**config.mk**
```make
export PLATFORM = sky130hd
export DESIGN_NAME = pls_group_enc
export DESIGN_NICKNAME = d
export VERILOG_FILES = /design/src/sv/pls_pkg.sv /design/src/sv/pls_group_enc.sv
export SDC_FILE = /design/constraint.sdc
export NUM_CORES = 1
export LEC_CHECK = 0
export BUFFER_PORTS_ARGS = -buffer_cell sky130_fd_sc_hd__buf_2
export CAP_MARGIN = 0
export CORE_AREA = 2 2 39 41
export DETAILED_ROUTE_END_ITERATION = 16
export DIE_AREA = 0 0 41 43
export PLACE_DENSITY = 0.38
export SLEW_MARGIN = 5
export SYNTH_ARGS = -nofsm -noshare
export SYNTH_HDL_FRONTEND = slang
export SYNTH_SLANG_ARGS = --single-unit
```
**constraint.sdc**
```tcl
create_clock -name vclk -period 0.8
set_input_delay 0.04 -clock vclk [all_inputs]
set_output_delay 0.04 -clock vclk [all_outputs]
set_load 0.01 [all_outputs]
```
**src/sv/pls_pkg.sv**
```systemverilog
// Package for the positional list store: sizes, operation codes and the
// control word that the top level broadcasts to every storage cell.
// No dependencies.
package pls_pkg;

  localparam int CAPACITY  = 64;
  localparam int KEY_W     = 32;
  localparam int IDX_W     = $clog2(CAPACITY);
  localparam int CNT_W     = $clog2(CAPACITY + 1);
  localparam int GRP_SIZE  = 8;
  localparam int GRP_OFF_W = $clog2(GRP_SIZE);
  localparam int NUM_GRP   = CAPACITY / GRP_SIZE;
  localparam int GRP_IDX_W = $clog2(NUM_GRP);

  typedef enum logic [1:0] {
    OP_INSERT = 2'd0,
    OP_REMOVE = 2'd1,
    OP_SEARCH = 2'd2,
    OP_CLEAR  = 2'd3
  } op_e;

  // Broadcast to all cells during the execute cycle.
  typedef struct packed {
    logic             ins;    // committed insert
    logic             rem;    // committed remove
    logic             cmp;    // capture key match
    logic [IDX_W-1:0] pos;
    logic [KEY_W-1:0] key;
    logic [CNT_W-1:0] count;
  } ctrl_t;

endpackage

```
**src/sv/pls_group_enc.sv**
```systemverilog
// First-match encoder over one group of cell match flags.
// Depends on pls_pkg.
module pls_group_enc (
  input  logic [pls_pkg::GRP_SIZE-1:0]  match_i,
  output logic                          hit_o,
  output logic [pls_pkg::GRP_OFF_W-1:0] off_o
);

  always_comb begin
    hit_o = 1'b0;
    off_o = '0;
    // Walk downward so the lowest set flag wins.
    for (int i = pls_pkg::GRP_SIZE - 1; i >= 0; i--) begin
      if (match_i[i]) begin
        hit_o = 1'b1;
        off_o = pls_pkg::GRP_OFF_W'(i);
      end
    end
  end

endmodule
```
==> out/results.ini <==
[outcome]
status=finished clean

[route]
via_count=148
firstDrtPassIters=2
drc=0
ant_nets=0
routed_wl_um=329
wl_per_cell_um=7.83
drtIter0Drc=3
viasPerCell=3.52

[sta]
max_clock_freq_mhz=1320
finalSetupViolations=0
layout_worst_path_cycle_share_pct=94.4
fin_setup_tns_ps=0
tightestPinTransition_ps=235
slew_headroom_pct=84.1
hold_viol_final=0
drv_slew=0
rsz0062_at_grt=yes
fin_crit_ps=755
setup_slack_ps=44.9
holdWs_ps=326

[floorplanning]
die_x_um=41
coreArea_mm2=0.00138
std_cell_rows=14
ios=12
dieArea_mm2=0.00176
initial_core_util_pct=5.79
die_y_um=43

[setup_path]
worstSetupEndpoint=hit_o
required_ps=760
crit_type=in2out
critPathLaunchType=primary input
critPathArrivalTime_ps=720
cp-end-kind=primary output
startpoint=match_i[7]
crit_path_max_fanout=3

[yosys]
synth_area_leaders=nor2b_1, nor4_2, o41ai_1
synth_top_area_share_pct=15.6
synth_area_um2=80.1
yosysSeqAreaShare_pct=0
syn-instance-count=13
synth_fa_ha_area_share_pct=0
yosysWarnings=0
syn_nets=21
synth_simple_gate_area_share_pct=53.1
synth.distinct_cells=11
synth_xor_area_share_pct=0
muxShareOfSynthArea_pct=0
synth_top_family_by_area=simple AND/OR/NAND/NOR gates
avgSynthCellArea_um2=6.16
synth_compound_area_share_pct=42.2
yosysTopAreaCell=nor2b_1

[min_path]
min_path_type=in2out

[pwr]
intPower_mw=0.0489
powerDensity_mw_per_mm2=429
p_switching_mw=0.0450
p_total_mw=0.0939
power_frac_comb_pct=100.0
p_leak_nw=0.0911
clkPwrFrac_pct=0
p_sw_share_pct=48.0
peakVddDrop_v=0.000166
p_seq_share_pct=0

[final_layout]
num-clock-buffers=0
n_fill_cell=162
seqCellArea_um2=0
nNetsFinal=36
diodes=0
syn2layout_area_growth_pct=173
design.seq.count=0
post-route-util_pct=15.8
drive_above_1_share_pct=61.5

[global_routing]
grt_pass1_vias=141
grt_pass1_wl_um=531
antenna_found_initial=0
grt_max_degree=5
grt_usage_pct=4.10
gr-total-overflow=0

[job]
max_cap_violations=0

[cts]
post_cts_buffers=0
cts_hold_buf=0

[placement]
io_buffers=12
gp_congestion=0.617
dp_slack_ps=8.87

==> layer usage <==
layer	track usage [%]	wire length, um	vias up
li1	-	-	79
met1	7.59	170	59
met2	5.00	107	10
met3	0.524	51	0
met4	0	0	0
met5	0	0	-
==> timing repair <==
action / 4_1_cts / 5_1_grt
gates resized for setup: 0 / 13
endpoints found under the setup margin: 0 / 3
hold endpoints to repair: 0 / 0
==> critical path: stages <==
cell	delay, ps
buf_4	130
nor4_4	230
buf_4	140
nand2_1	40
buf_2	140
==> cell type report <==
type	instances	area, um^2	share of cell area (%)
repair buffers	13	92.6	42.3
inverters	1	3.75	1.71
well taps	16	20.0	9.14
multi-input cells	12	103	46.9
==> cell usage in the layout, fill, tap and decap left out <==
| cell type | n |
|---|---|
| nor2b_1 | 2 |
| inv_1 | 1 |
| o21ai_1 | 1 |
| buf_2 | 8 |
| o41ai_1 | 1 |
| nor4_4 | 2 |
| buf_6 | 2 |
| a21oi_1 | 1 |
| nand2_1 | 1 |
| a211oi_1 | 1 |
| o21bai_1 | 1 |
| nor2_1 | 1 |
| nor2_2 | 1 |
| buf_4 | 2 |
| buf_8 | 1 |
==> power groups by stage <==
stage                     clock network, mW  registers [mW]  logic, mW
after global routing                      0               0      0.101
after floorplan                           0               0     0.0230
after global placement                    0               0     0.0672
after detailed placement                  0               0     0.0673
final                                     0               0     0.0939
after CTS                                 0               0     0.0675
==> synth_stat cells <==
library cell,n
nor2_1,2
nor2b_1,2
a211oi_1,1
a21oi_1,1
inv_1,1
nand2_1,1
nor4_1,1
nor4_2,1
o21ai_0,1
o21bai_1,1
o41ai_1,1
==> metrics by stage <==
| step | cell area, um^2 | std cells |
|---|---|---|
| floorplan | 80.1 | 13 |
| global placement | 168 | 42 |
| detailed placement | 168 | 42 |
| CTS | 168 | 42 |
| global route | 219 | 42 |
| finish | 219 | 42 |
==> worst min path at each step <==
stage                     startpoint        to  slack, ps  depth (start not counted)
after global routing      match_i[0]  off_o[1]        340                          3
after floorplan           match_i[0]  off_o[1]        130                          1
after detailed placement  match_i[1]  off_o[1]        370                          3
final                     match_i[0]  off_o[1]        330                          3
after CTS                 match_i[1]  off_o[1]        370                          3
after global placement    match_i[1]  off_o[1]        370                          3
==> cell families after synthesis <==
kind of cell	Yosys count
AND/OR/NAND/NOR	7
AO/OA/AOI/OAI	5
buffers and inverters	1
Power figures use the tool's default switching activity.
