===== src/sv/pls_pkg.sv =====
// Package for the positional list store: sizes, operation codes and the
// control word that the top level broadcasts to every storage cell.
// No dependencies.
package pls_pkg;

  localparam int CAPACITY  = 64;
  localparam int KEY_W     = 32;
  localparam int IDX_W     = $clog2(CAPACITY);
  localparam int CNT_W     = $clog2(CAPACITY + 1);
  localparam int GRP_SIZE  = 8;
  localparam int GRP_OFF_W = $clog2(GRP_SIZE);
  localparam int NUM_GRP   = CAPACITY / GRP_SIZE;
  localparam int GRP_IDX_W = $clog2(NUM_GRP);

  typedef enum logic [1:0] {
    OP_INSERT = 2'd0,
    OP_REMOVE = 2'd1,
    OP_SEARCH = 2'd2,
    OP_CLEAR  = 2'd3
  } op_e;

  // Broadcast to all cells during the execute cycle.
  typedef struct packed {
    logic             ins;    // committed insert
    logic             rem;    // committed remove
    logic             cmp;    // capture key match
    logic [IDX_W-1:0] pos;
    logic [KEY_W-1:0] key;
    logic [CNT_W-1:0] count;
  } ctrl_t;

endpackage


===== src/sv/pls_cell.sv =====
// One storage cell of the positional list store: holds one key, shifts
// toward either neighbor, and flags a key match. Depends on pls_pkg.
module pls_cell (
  input  logic                      clk_i,
  input  pls_pkg::ctrl_t            ctrl_i,
  input  logic [pls_pkg::IDX_W-1:0] idx_i,
  input  logic [pls_pkg::KEY_W-1:0] left_i,
  input  logic [pls_pkg::KEY_W-1:0] right_i,
  output logic [pls_pkg::KEY_W-1:0] entry_o,
  output logic                      match_o
);

  logic [pls_pkg::KEY_W-1:0] entry_q, entry_d;
  logic                      match_q, match_d;

  always_comb begin
    entry_d = entry_q;
    if (ctrl_i.ins) begin
      if (idx_i > ctrl_i.pos) begin
        entry_d = left_i;
      end else if (idx_i == ctrl_i.pos) begin
        entry_d = ctrl_i.key;
      end
    end else if (ctrl_i.rem && (idx_i >= ctrl_i.pos)) begin
      entry_d = right_i;
    end
  end

  // Only occupied cells may report a match.
  assign match_d = (entry_q == ctrl_i.key) &&
                   ({1'b0, idx_i} < ctrl_i.count);

  always_ff @(posedge clk_i) begin
    entry_q <= entry_d;
    if (ctrl_i.cmp) begin
      match_q <= match_d;
    end
  end

  assign entry_o = entry_q;
  assign match_o = match_q;

endmodule


===== config.mk =====
export PLATFORM = sky130hd
export DESIGN_NAME = pls_cell
export DESIGN_NICKNAME = d
export VERILOG_FILES = /design/src/sv/pls_pkg.sv /design/src/sv/pls_cell.sv
export SDC_FILE = /design/constraint.sdc
export NUM_CORES = 1
export LEC_CHECK = 0
export BUFFER_PORTS_ARGS = -buffer_cell sky130_fd_sc_hd__buf_2
export CAP_MARGIN = 20
export CORE_ASPECT_RATIO = 0.8
export CORE_MARGIN = 5
export CORE_UTILIZATION = 46
export CTS_BUF_LIST = sky130_fd_sc_hd__clkbuf_2 sky130_fd_sc_hd__clkbuf_4 sky130_fd_sc_hd__clkbuf_8
export CTS_CLUSTER_DIAMETER = 30
export DETAILED_ROUTE_END_ITERATION = 10
export MAX_ROUTING_LAYER = met4
export PLACE_DENSITY = 0.86
export SYNTH_ARGS = -nofsm -noshare
export SYNTH_HDL_FRONTEND = slang
export SYNTH_SLANG_ARGS = --single-unit

===== constraint.sdc =====
create_clock -name clk_i -period 4.2 [get_ports clk_i]
set_input_delay 0.84 -clock clk_i [delete_from_list [all_inputs] [get_ports clk_i]]
set_output_delay 0.84 -clock clk_i [all_outputs]
set_load 0.02 [all_outputs]

==> results.sh, run 1 <==
export IMPL_ys_seq_area_share_pct=43.6
export IMPL_wl_per_cell_um=16.8
export IMPL_synth_compound_area_share_pct=19.7
export IMPL_die_area_um2=6460
export IMPL_netlist_top_cells_area="edfxtp_1 44%, o221a_1 15%, xor2_1 12%, or2_2 8.8%, ha_1 6.1%"
export IMPL_row_count=22
export IMPL_relSlewSlack_pct=56.7
export IMPL_route_detailed_drc=0
export IMPL_placed_area_um2=3060
export IMPL_antenna_found_initial=0
export IMPL_worst_pin_slew_ns=0.650
export IMPL_die_h_um=72.9
export IMPL_fin_crit_sh_pct=57.9
export IMPL_syn_area_um2=2270
export IMPL_post_cts_buffers=0
export IMPL_skew_ns=0.00257
export IMPL_yosys_warnings=0
export IMPL_required_ns=4.34
export IMPL_synth_nets=324
export IMPL_vdd_ir_drop_max_v=0.000218
export IMPL_async_flop_share_pct=0
export IMPL_drtIter0Drc=106
export IMPL_dpl_hpwl_um=5590
export IMPL_status="complete, no violations"
export IMPL_htreeDepth=2
export IMPL_cp_end_kind="flip-flop"
export IMPL_worst_slack_ns=1.77
export IMPL_synthMostInstantiatedCell="edfxtp_1"
export IMPL_clk_pin_slew_ns=0.07
export IMPL_synth_top_family_by_area="compound AO/OA/AOI/OAI gates"
export IMPL_synth_top_area_cell="edfxtp_1"
export IMPL_start_kind="input pin"
export IMPL_synthTopCellsByCount="33 x edfxtp_1, 32 x or2_2, 32 x xor2_1, 30 x o221a_1, 13 x inv_1"
export IMPL_drive_gt1_share_pct=56.1
export IMPL_max_freq_mhz=411
export IMPL_grt_first_pass_wirelength_um=10600
export IMPL_dr_pass1_iters=4
export IMPL_vias=2140
export IMPL_ant_nets=0
export IMPL_cts_resized=0
export IMPL_clock_path_buffers=2
export IMPL_core_area_um2=4680
export IMPL_path_max_fanout=32
export IMPL_ioPinCount=152
export IMPL_port_buffer_count=151
export IMPL_post_drt_via_cell_ratio=5.27
export IMPL_synth_edff_count=33
export IMPL_clkSinkCount=33
export IMPL_synth_cell_types=26
export IMPL_synth_mux_area_share_pct=0
export IMPL_min_path_type="input pin to flip-flop"
export IMPL_synth_seq_cells=33
export IMPL_p_per_area_nw_per_um2=331
export IMPL_syn2layout_area_growth_pct=38.1
export IMPL_n_antenna_cell=0
export IMPL_die_x_um=88.6
export IMPL_cts_tree="yes"
export IMPL_fillerInstances=403
export IMPL_period_needed_ns=2.43
export IMPL_synth_top_area_share_pct=43.6
export IMPL_grt_remaining_overflow=0
export IMPL_gp_congestion=0.914
export IMPL_synth_fa_ha_area_share_pct=6.05
export IMPL_setup_viol=0
export IMPL_synth_top_flop_cell="edfxtp_1"
export IMPL_grt_max_degree=36
export IMPL_post_place_ws_ns=1.47
export IMPL_grt_pass1_vias=2239
export IMPL_floorplan_initialDensity_pct=48.6
export IMPL_numCtsBuffers=5
export IMPL_synth_xor_area_share_pct=12.3
export IMPL_gr_usage_all_layers_pct=22.0
export IMPL_insertion_delay_ns=0.28
export IMPL_synth_simple_area_share_pct=13.5
export IMPL_crit_type="input pin to flip-flop"
export IMPL_stdcell_area_um2=3140
export IMPL_num_nets_final=475
export IMPL_critPathArrivalTime_ns=2.57
export IMPL_drv_slew=0
export IMPL_root_buffer="clkbuf_8"
export IMPL_max_cap_violations=0
export IMPL_totalWireLength_um=6840
export IMPL_power_leakage_uw=0.00147
export IMPL_hold_violations=0
export IMPL_synth_avg_cell_area_um2=11.7
export IMPL_synthCells=194
export IMPL_fin_tns_setup_ns=0
export IMPL_holdBufCountCts=0
export IMPL_rsz0062_at_grt="no"
[where the power goes]
part           internal, µW  switching (µW)
logic                   154             200
registers               431            33.2
clock network           111             111
total                   697             344
[routing by layer]
layer | part of all wire (%) | vias to the layer above | track usage (%)
met1 | 41 | 986 | 27.6
met3 | 11 | 2 | 5.19
li1 | - | 1046 | -
met5 | 0 | - | -
met2 | 48 | 106 | 37.3
met4 | 0.12 | 0 | 3.02
[final timing paths]
check,from,depth (start not counted),slack [ns],end
max reg2reg,entry_o[13],4,2.71,match_o
max,idx_i[5],7,1.77,entry_o[9]
min,ctrl_i[45],1,0.76,match_o
min reg2reg,entry_o[0],4,0.86,match_o
[area by class of cell]
class                           count  area, µm²  share of cell area, %
Clock inverter                      3       12.5                  0.398
Multi-Input combinational cell    139       1170                   37.4
Tap cell                           60       75.1                   2.39
Timing Repair Buffer              153        771                   24.5
Clock buffer                        5       68.8                   2.19
Inverter                           13       48.8                   1.55
Sequential cell                    33        991                   31.6
[per-stage QoR]
stage          power, µW  hold slack (ns)  util (%)  instances
2_1_floorplan        678            0.929         -        194
3_3_place_gp         814            0.835      65.4        398
6_report            1040            0.758      67.1        406
3_5_place_dp         826            0.857      65.4        398
5_1_grt             1100            0.752      67.1        406
4_1_cts             1050            0.749      67.1        406
[kinds of logic (layout without fill, tap and decap cells)]
| logic type | after synthesis | in the layout |
|---|---|---|
| and+or+nand+nor | 50 | 50 |
| DFF | 33 | 33 |
| adders and majority gates | 11 | 11 |
| AOI/OAI and AO/OA | 46 | 46 |
| buffers and inverters | 22 | 174 |
| xor gates and xnor gates | 32 | 32 |
[worst max-delay path: stages]
cell	delay, ns
buf_2	0.11
ha_1	0.30
nand2_1	0.06
o21ai_1	0.18
o21bai_1	0.16
a21bo_2	0.59
o221a_1	0.32
[placed cells by master, fill, tap and decap left out, types with 3 or more instances in the layout]
| cell | count |
|---|---|
| or2_2 | 32 |
| nand4_1 | 3 |
| buf_2 | 151 |
| inv_1 | 13 |
| nor4_1 | 8 |
| ha_1 | 11 |
| xor2_1 | 32 |
| o221a_1 | 30 |
| clkbuf_8 | 5 |
| a21oi_1 | 6 |
| edfxtp_1 | 33 |
[state kept, by name (all words and copies together), names as in the netlist]
| name | cells |
|---|---|
| entry_o | 32 |
| match_o | 1 |
Note: power is estimated with default switching activity, not from simulation.
==> run 2: changes to the inputs <==
--- a/config.mk
+++ b/config.mk
@@ -5,16 +5,17 @@
 export SDC_FILE = /design/constraint.sdc
 export NUM_CORES = 1
 export LEC_CHECK = 0
+export ABC_AREA = 1
 export BUFFER_PORTS_ARGS = -buffer_cell sky130_fd_sc_hd__buf_2
 export CAP_MARGIN = 20
 export CORE_ASPECT_RATIO = 0.8
 export CORE_MARGIN = 5
-export CORE_UTILIZATION = 46
+export CORE_UTILIZATION = 43
 export CTS_BUF_LIST = sky130_fd_sc_hd__clkbuf_2 sky130_fd_sc_hd__clkbuf_4 sky130_fd_sc_hd__clkbuf_8
 export CTS_CLUSTER_DIAMETER = 30
 export DETAILED_ROUTE_END_ITERATION = 10
 export MAX_ROUTING_LAYER = met4
-export PLACE_DENSITY = 0.86
+export PLACE_DENSITY = 0.79
 export SYNTH_ARGS = -nofsm -noshare
 export SYNTH_HDL_FRONTEND = slang
 export SYNTH_SLANG_ARGS = --single-unit
==> constraint.sdc (replaced) <==
create_clock -name clk_i -period 2.2 [get_ports clk_i]
set_input_delay 0.44 -clock clk_i [delete_from_list [all_inputs] [get_ports clk_i]]
set_output_delay 0.44 -clock clk_i [all_outputs]
set_load 0.02 [all_outputs]
==> results.sh, run 2 <==
export IMPL_die_area_um2=8440
export IMPL_yosys_warnings=0
export IMPL_numCtsBuffers=5
export IMPL_synthTopCellsByCount="187 x nand2_1, 104 x inv_1, 67 x nand3_1, 33 x edfxtp_1, 20 x nor2_1"
export IMPL_synth_edff_count=33
export IMPL_hold_violations=0
export IMPL_rsz0062_at_grt="no"
export IMPL_fin_crit_sh_pct=80.8
export IMPL_p_per_area_nw_per_um2=580
export IMPL_required_ns=2.24
export IMPL_root_buffer="clkbuf_8"
export IMPL_synth_seq_cells=33
export IMPL_synth_nets=590
export IMPL_relSlewSlack_pct=75.1
export IMPL_dp_cells=686
export IMPL_vdd_ir_drop_max_v=0.000307
export IMPL_skew_ns=0.00599
export IMPL_fin_tns_setup_ns=0
export IMPL_n_antenna_cell=0
export IMPL_route_detailed_drc=0
export IMPL_wl_per_cell_um=13.5
export IMPL_async_flop_share_pct=0
export IMPL_largest_reg_flops=32
export IMPL_p_sw_uw=832
export IMPL_mostFrequentLayoutCells="187 x nand2_1, 151 x buf_2, 103 x inv_1, 67 x nand3_1, 33 x edfxtp_1"
export IMPL_max_freq_mhz=562
export IMPL_setup_viol=0
export IMPL_drtIter0Drc=170
export IMPL_insertion_delay_ns=0.28
export IMPL_ys_seq_area_share_pct=34.4
export IMPL_grt_first_pass_wirelength_um=15000
export IMPL_die_h_um=83.2
export IMPL_synth_avg_cell_area_um2=6.25
export IMPL_num_nets_final=739
export IMPL_dr_pass1_iters=5
export IMPL_final_common_cell="nand2_1"
export IMPL_gp_congestion=0.867
export IMPL_worst_pin_slew_ns=0.373
export IMPL_die_x_um=101
export IMPL_clk_pin_slew_ns=0.07
export IMPL_fin_cells=693
export IMPL_core_area_um2=6440
export IMPL_gr_usage_all_layers_pct=22.4
export IMPL_power_share_sequential_pct=40.7
export IMPL_clkSinkCount=33
export IMPL_min_path_cells=1
export IMPL_synth_top_area_cell="edfxtp_1"
export IMPL_synthCells=460
export IMPL_min_path_type="input pin to flip-flop"
export IMPL_internal_power_uw=1380
export IMPL_grt_pass1_vias=3236
export IMPL_htreeDepth=2
export IMPL_holdBufCountCts=0
export IMPL_crit_type="input pin to flip-flop"
export IMPL_period_needed_ns=1.78
export IMPL_power_frac_comb_pct=39.1
export IMPL_post_cts_buffers=0
export IMPL_cp_end_kind="flip-flop"
export IMPL_floorplan_initialDensity_pct=44.7
export IMPL_grt_remaining_overflow=0
export IMPL_totalWireLength_um=9340
export IMPL_p_clk_share_pct=20.2
export IMPL_vias=3273
export IMPL_antenna_found_initial=0
export IMPL_cts_tree="yes"
export IMPL_start_kind="input pin"
export IMPL_critPathArrivalTime_ns=1.81
export IMPL_status="complete, no violations"
export IMPL_ant_nets=0
export IMPL_cts_resized=0
export IMPL_fillerInstances=654
export IMPL_clock_path_buffers=2
export IMPL_reg2regPathDepth=6
export IMPL_power_switching_share_pct=37.6
export IMPL_post_drt_via_cell_ratio=4.72
export IMPL_synth_cell_types=17
export IMPL_drv_slew=0
export IMPL_power_leakage_uw=0.00235
export IMPL_row_count=26
export IMPL_max_cap_violations=0
export IMPL_syn2layout_area_growth_pct=32.5
export IMPL_dpl_hpwl_um=7340
export IMPL_synth_top_flop_cell="edfxtp_1"
export IMPL_ioPinCount=152
export IMPL_drive_gt1_share_pct=28.1
export IMPL_synth_top_area_share_pct=34.4
export IMPL_port_buffer_count=151
export IMPL_grt_max_degree=33
export IMPL_netlist_top_cells_area="edfxtp_1 34%, nand2_1 24%, inv_1 14%, nand3_1 12%, ha_1 4.8%"
export IMPL_syn_area_um2=2880
export IMPL_synthMostInstantiatedCell="nand2_1"
export IMPL_path_max_fanout=32
-- run 2: changes by cell type after synthesis, sizes merged, moves of 5 or more --
| cell | previous run | this run |
|---|---|---|
| nand2 | 2 | 189 |
| o21ai | 2 | 7 |
| o221a | 32 | 0 |
| nor2 | 0 | 21 |
| inv | 13 | 104 |
| or2 | 33 | 0 |
| xnor2 | 0 | 5 |
| nor4 | 8 | 0 |
| xor2 | 32 | 1 |
| nand3 | 1 | 69 |
-- run 2: path summary, 6_finish.rpt --
check,to,slack [ns],startpoint
worst max-delay path,entry_o[8],0.42,idx_i[5]
worst min-delay path,match_o,0.36,ctrl_i[45]
worst max register to register,match_o,0.93,entry_o[18]
worst min register to register,match_o,0.79,entry_o[21]
-- run 2: kinds of logic (layout without fill, tap and decap cells) --
group	after synthesis	in the layout	synth area share, %
AND/OR/NAND/NOR	281	281	40.6
buffers and inverters	120	269	16.7
flip-flops	33	33	34.4
adder cells (fa/ha/maj)	11	11	4.78
AO/OA/AOI/OAI	9	9	1.57
XOR/XNOR	6	6	1.83
-- run 2: final cells by class --
type                       count  area [µm²]  share of cell area, %
multi-input combinational    307        1410                   36.9
sequential                    33         991                   26.0
timing repair buffer         158         833                   21.9
inverter                     104         394                   10.3
tap                           84         105                   2.76
clock buffer                   6        76.3                   2.00
clock inverter                 1        3.75                 0.0985
-- run 2: worst max-delay path: stages --
cell and delay [ns]:
buf_2 0.11, ha_1 0.30, a21oi_1 0.28, nand3_2 0.15, nand2_2 0.10, buf_12 0.19, nand2_1 0.08, nand3_1 0.07
nand2_1 0.07
-- run 2: metrics by stage --
step / instance area (µm²) / power, µW / utilization (%) / hold WS, ns / setup slack, ns
2_1_floorplan: 2890 / 1430 / - / 0.552 / 0.0214
3_3_place_gp: 3730 / 1750 / 57.9 / 0.642 / 0.236
3_5_place_dp: 3730 / 1780 / 57.9 / 0.646 / 0.153
4_1_cts: 3810 / 2230 / 59.2 / 0.348 / 0.453
5_1_grt: 3810 / 2360 / 59.2 / 0.343 / 0.329
6_report: 3810 / 2210 / 59.2 / 0.356 / 0.422
-- run 2: power by group through the flow --
stage	clock (µW)	combinational, µW	sequential, µW
5_1_grt	475	969	914
6_report	446	865	900
3_3_place_gp	0	846	907
2_1_floorplan	0	406	1030
3_5_place_dp	0	866	912
4_1_cts	456	870	900
-- run 2: metal layers --
metal,global-route usage [%],vias to the layer above,wire length [µm]
li1,-,1685,-
met1,29.5,1413,3920
met2,36.6,168,4390
met3,4.36,7,960
met4,2.78,0,62
met5,-,-,0
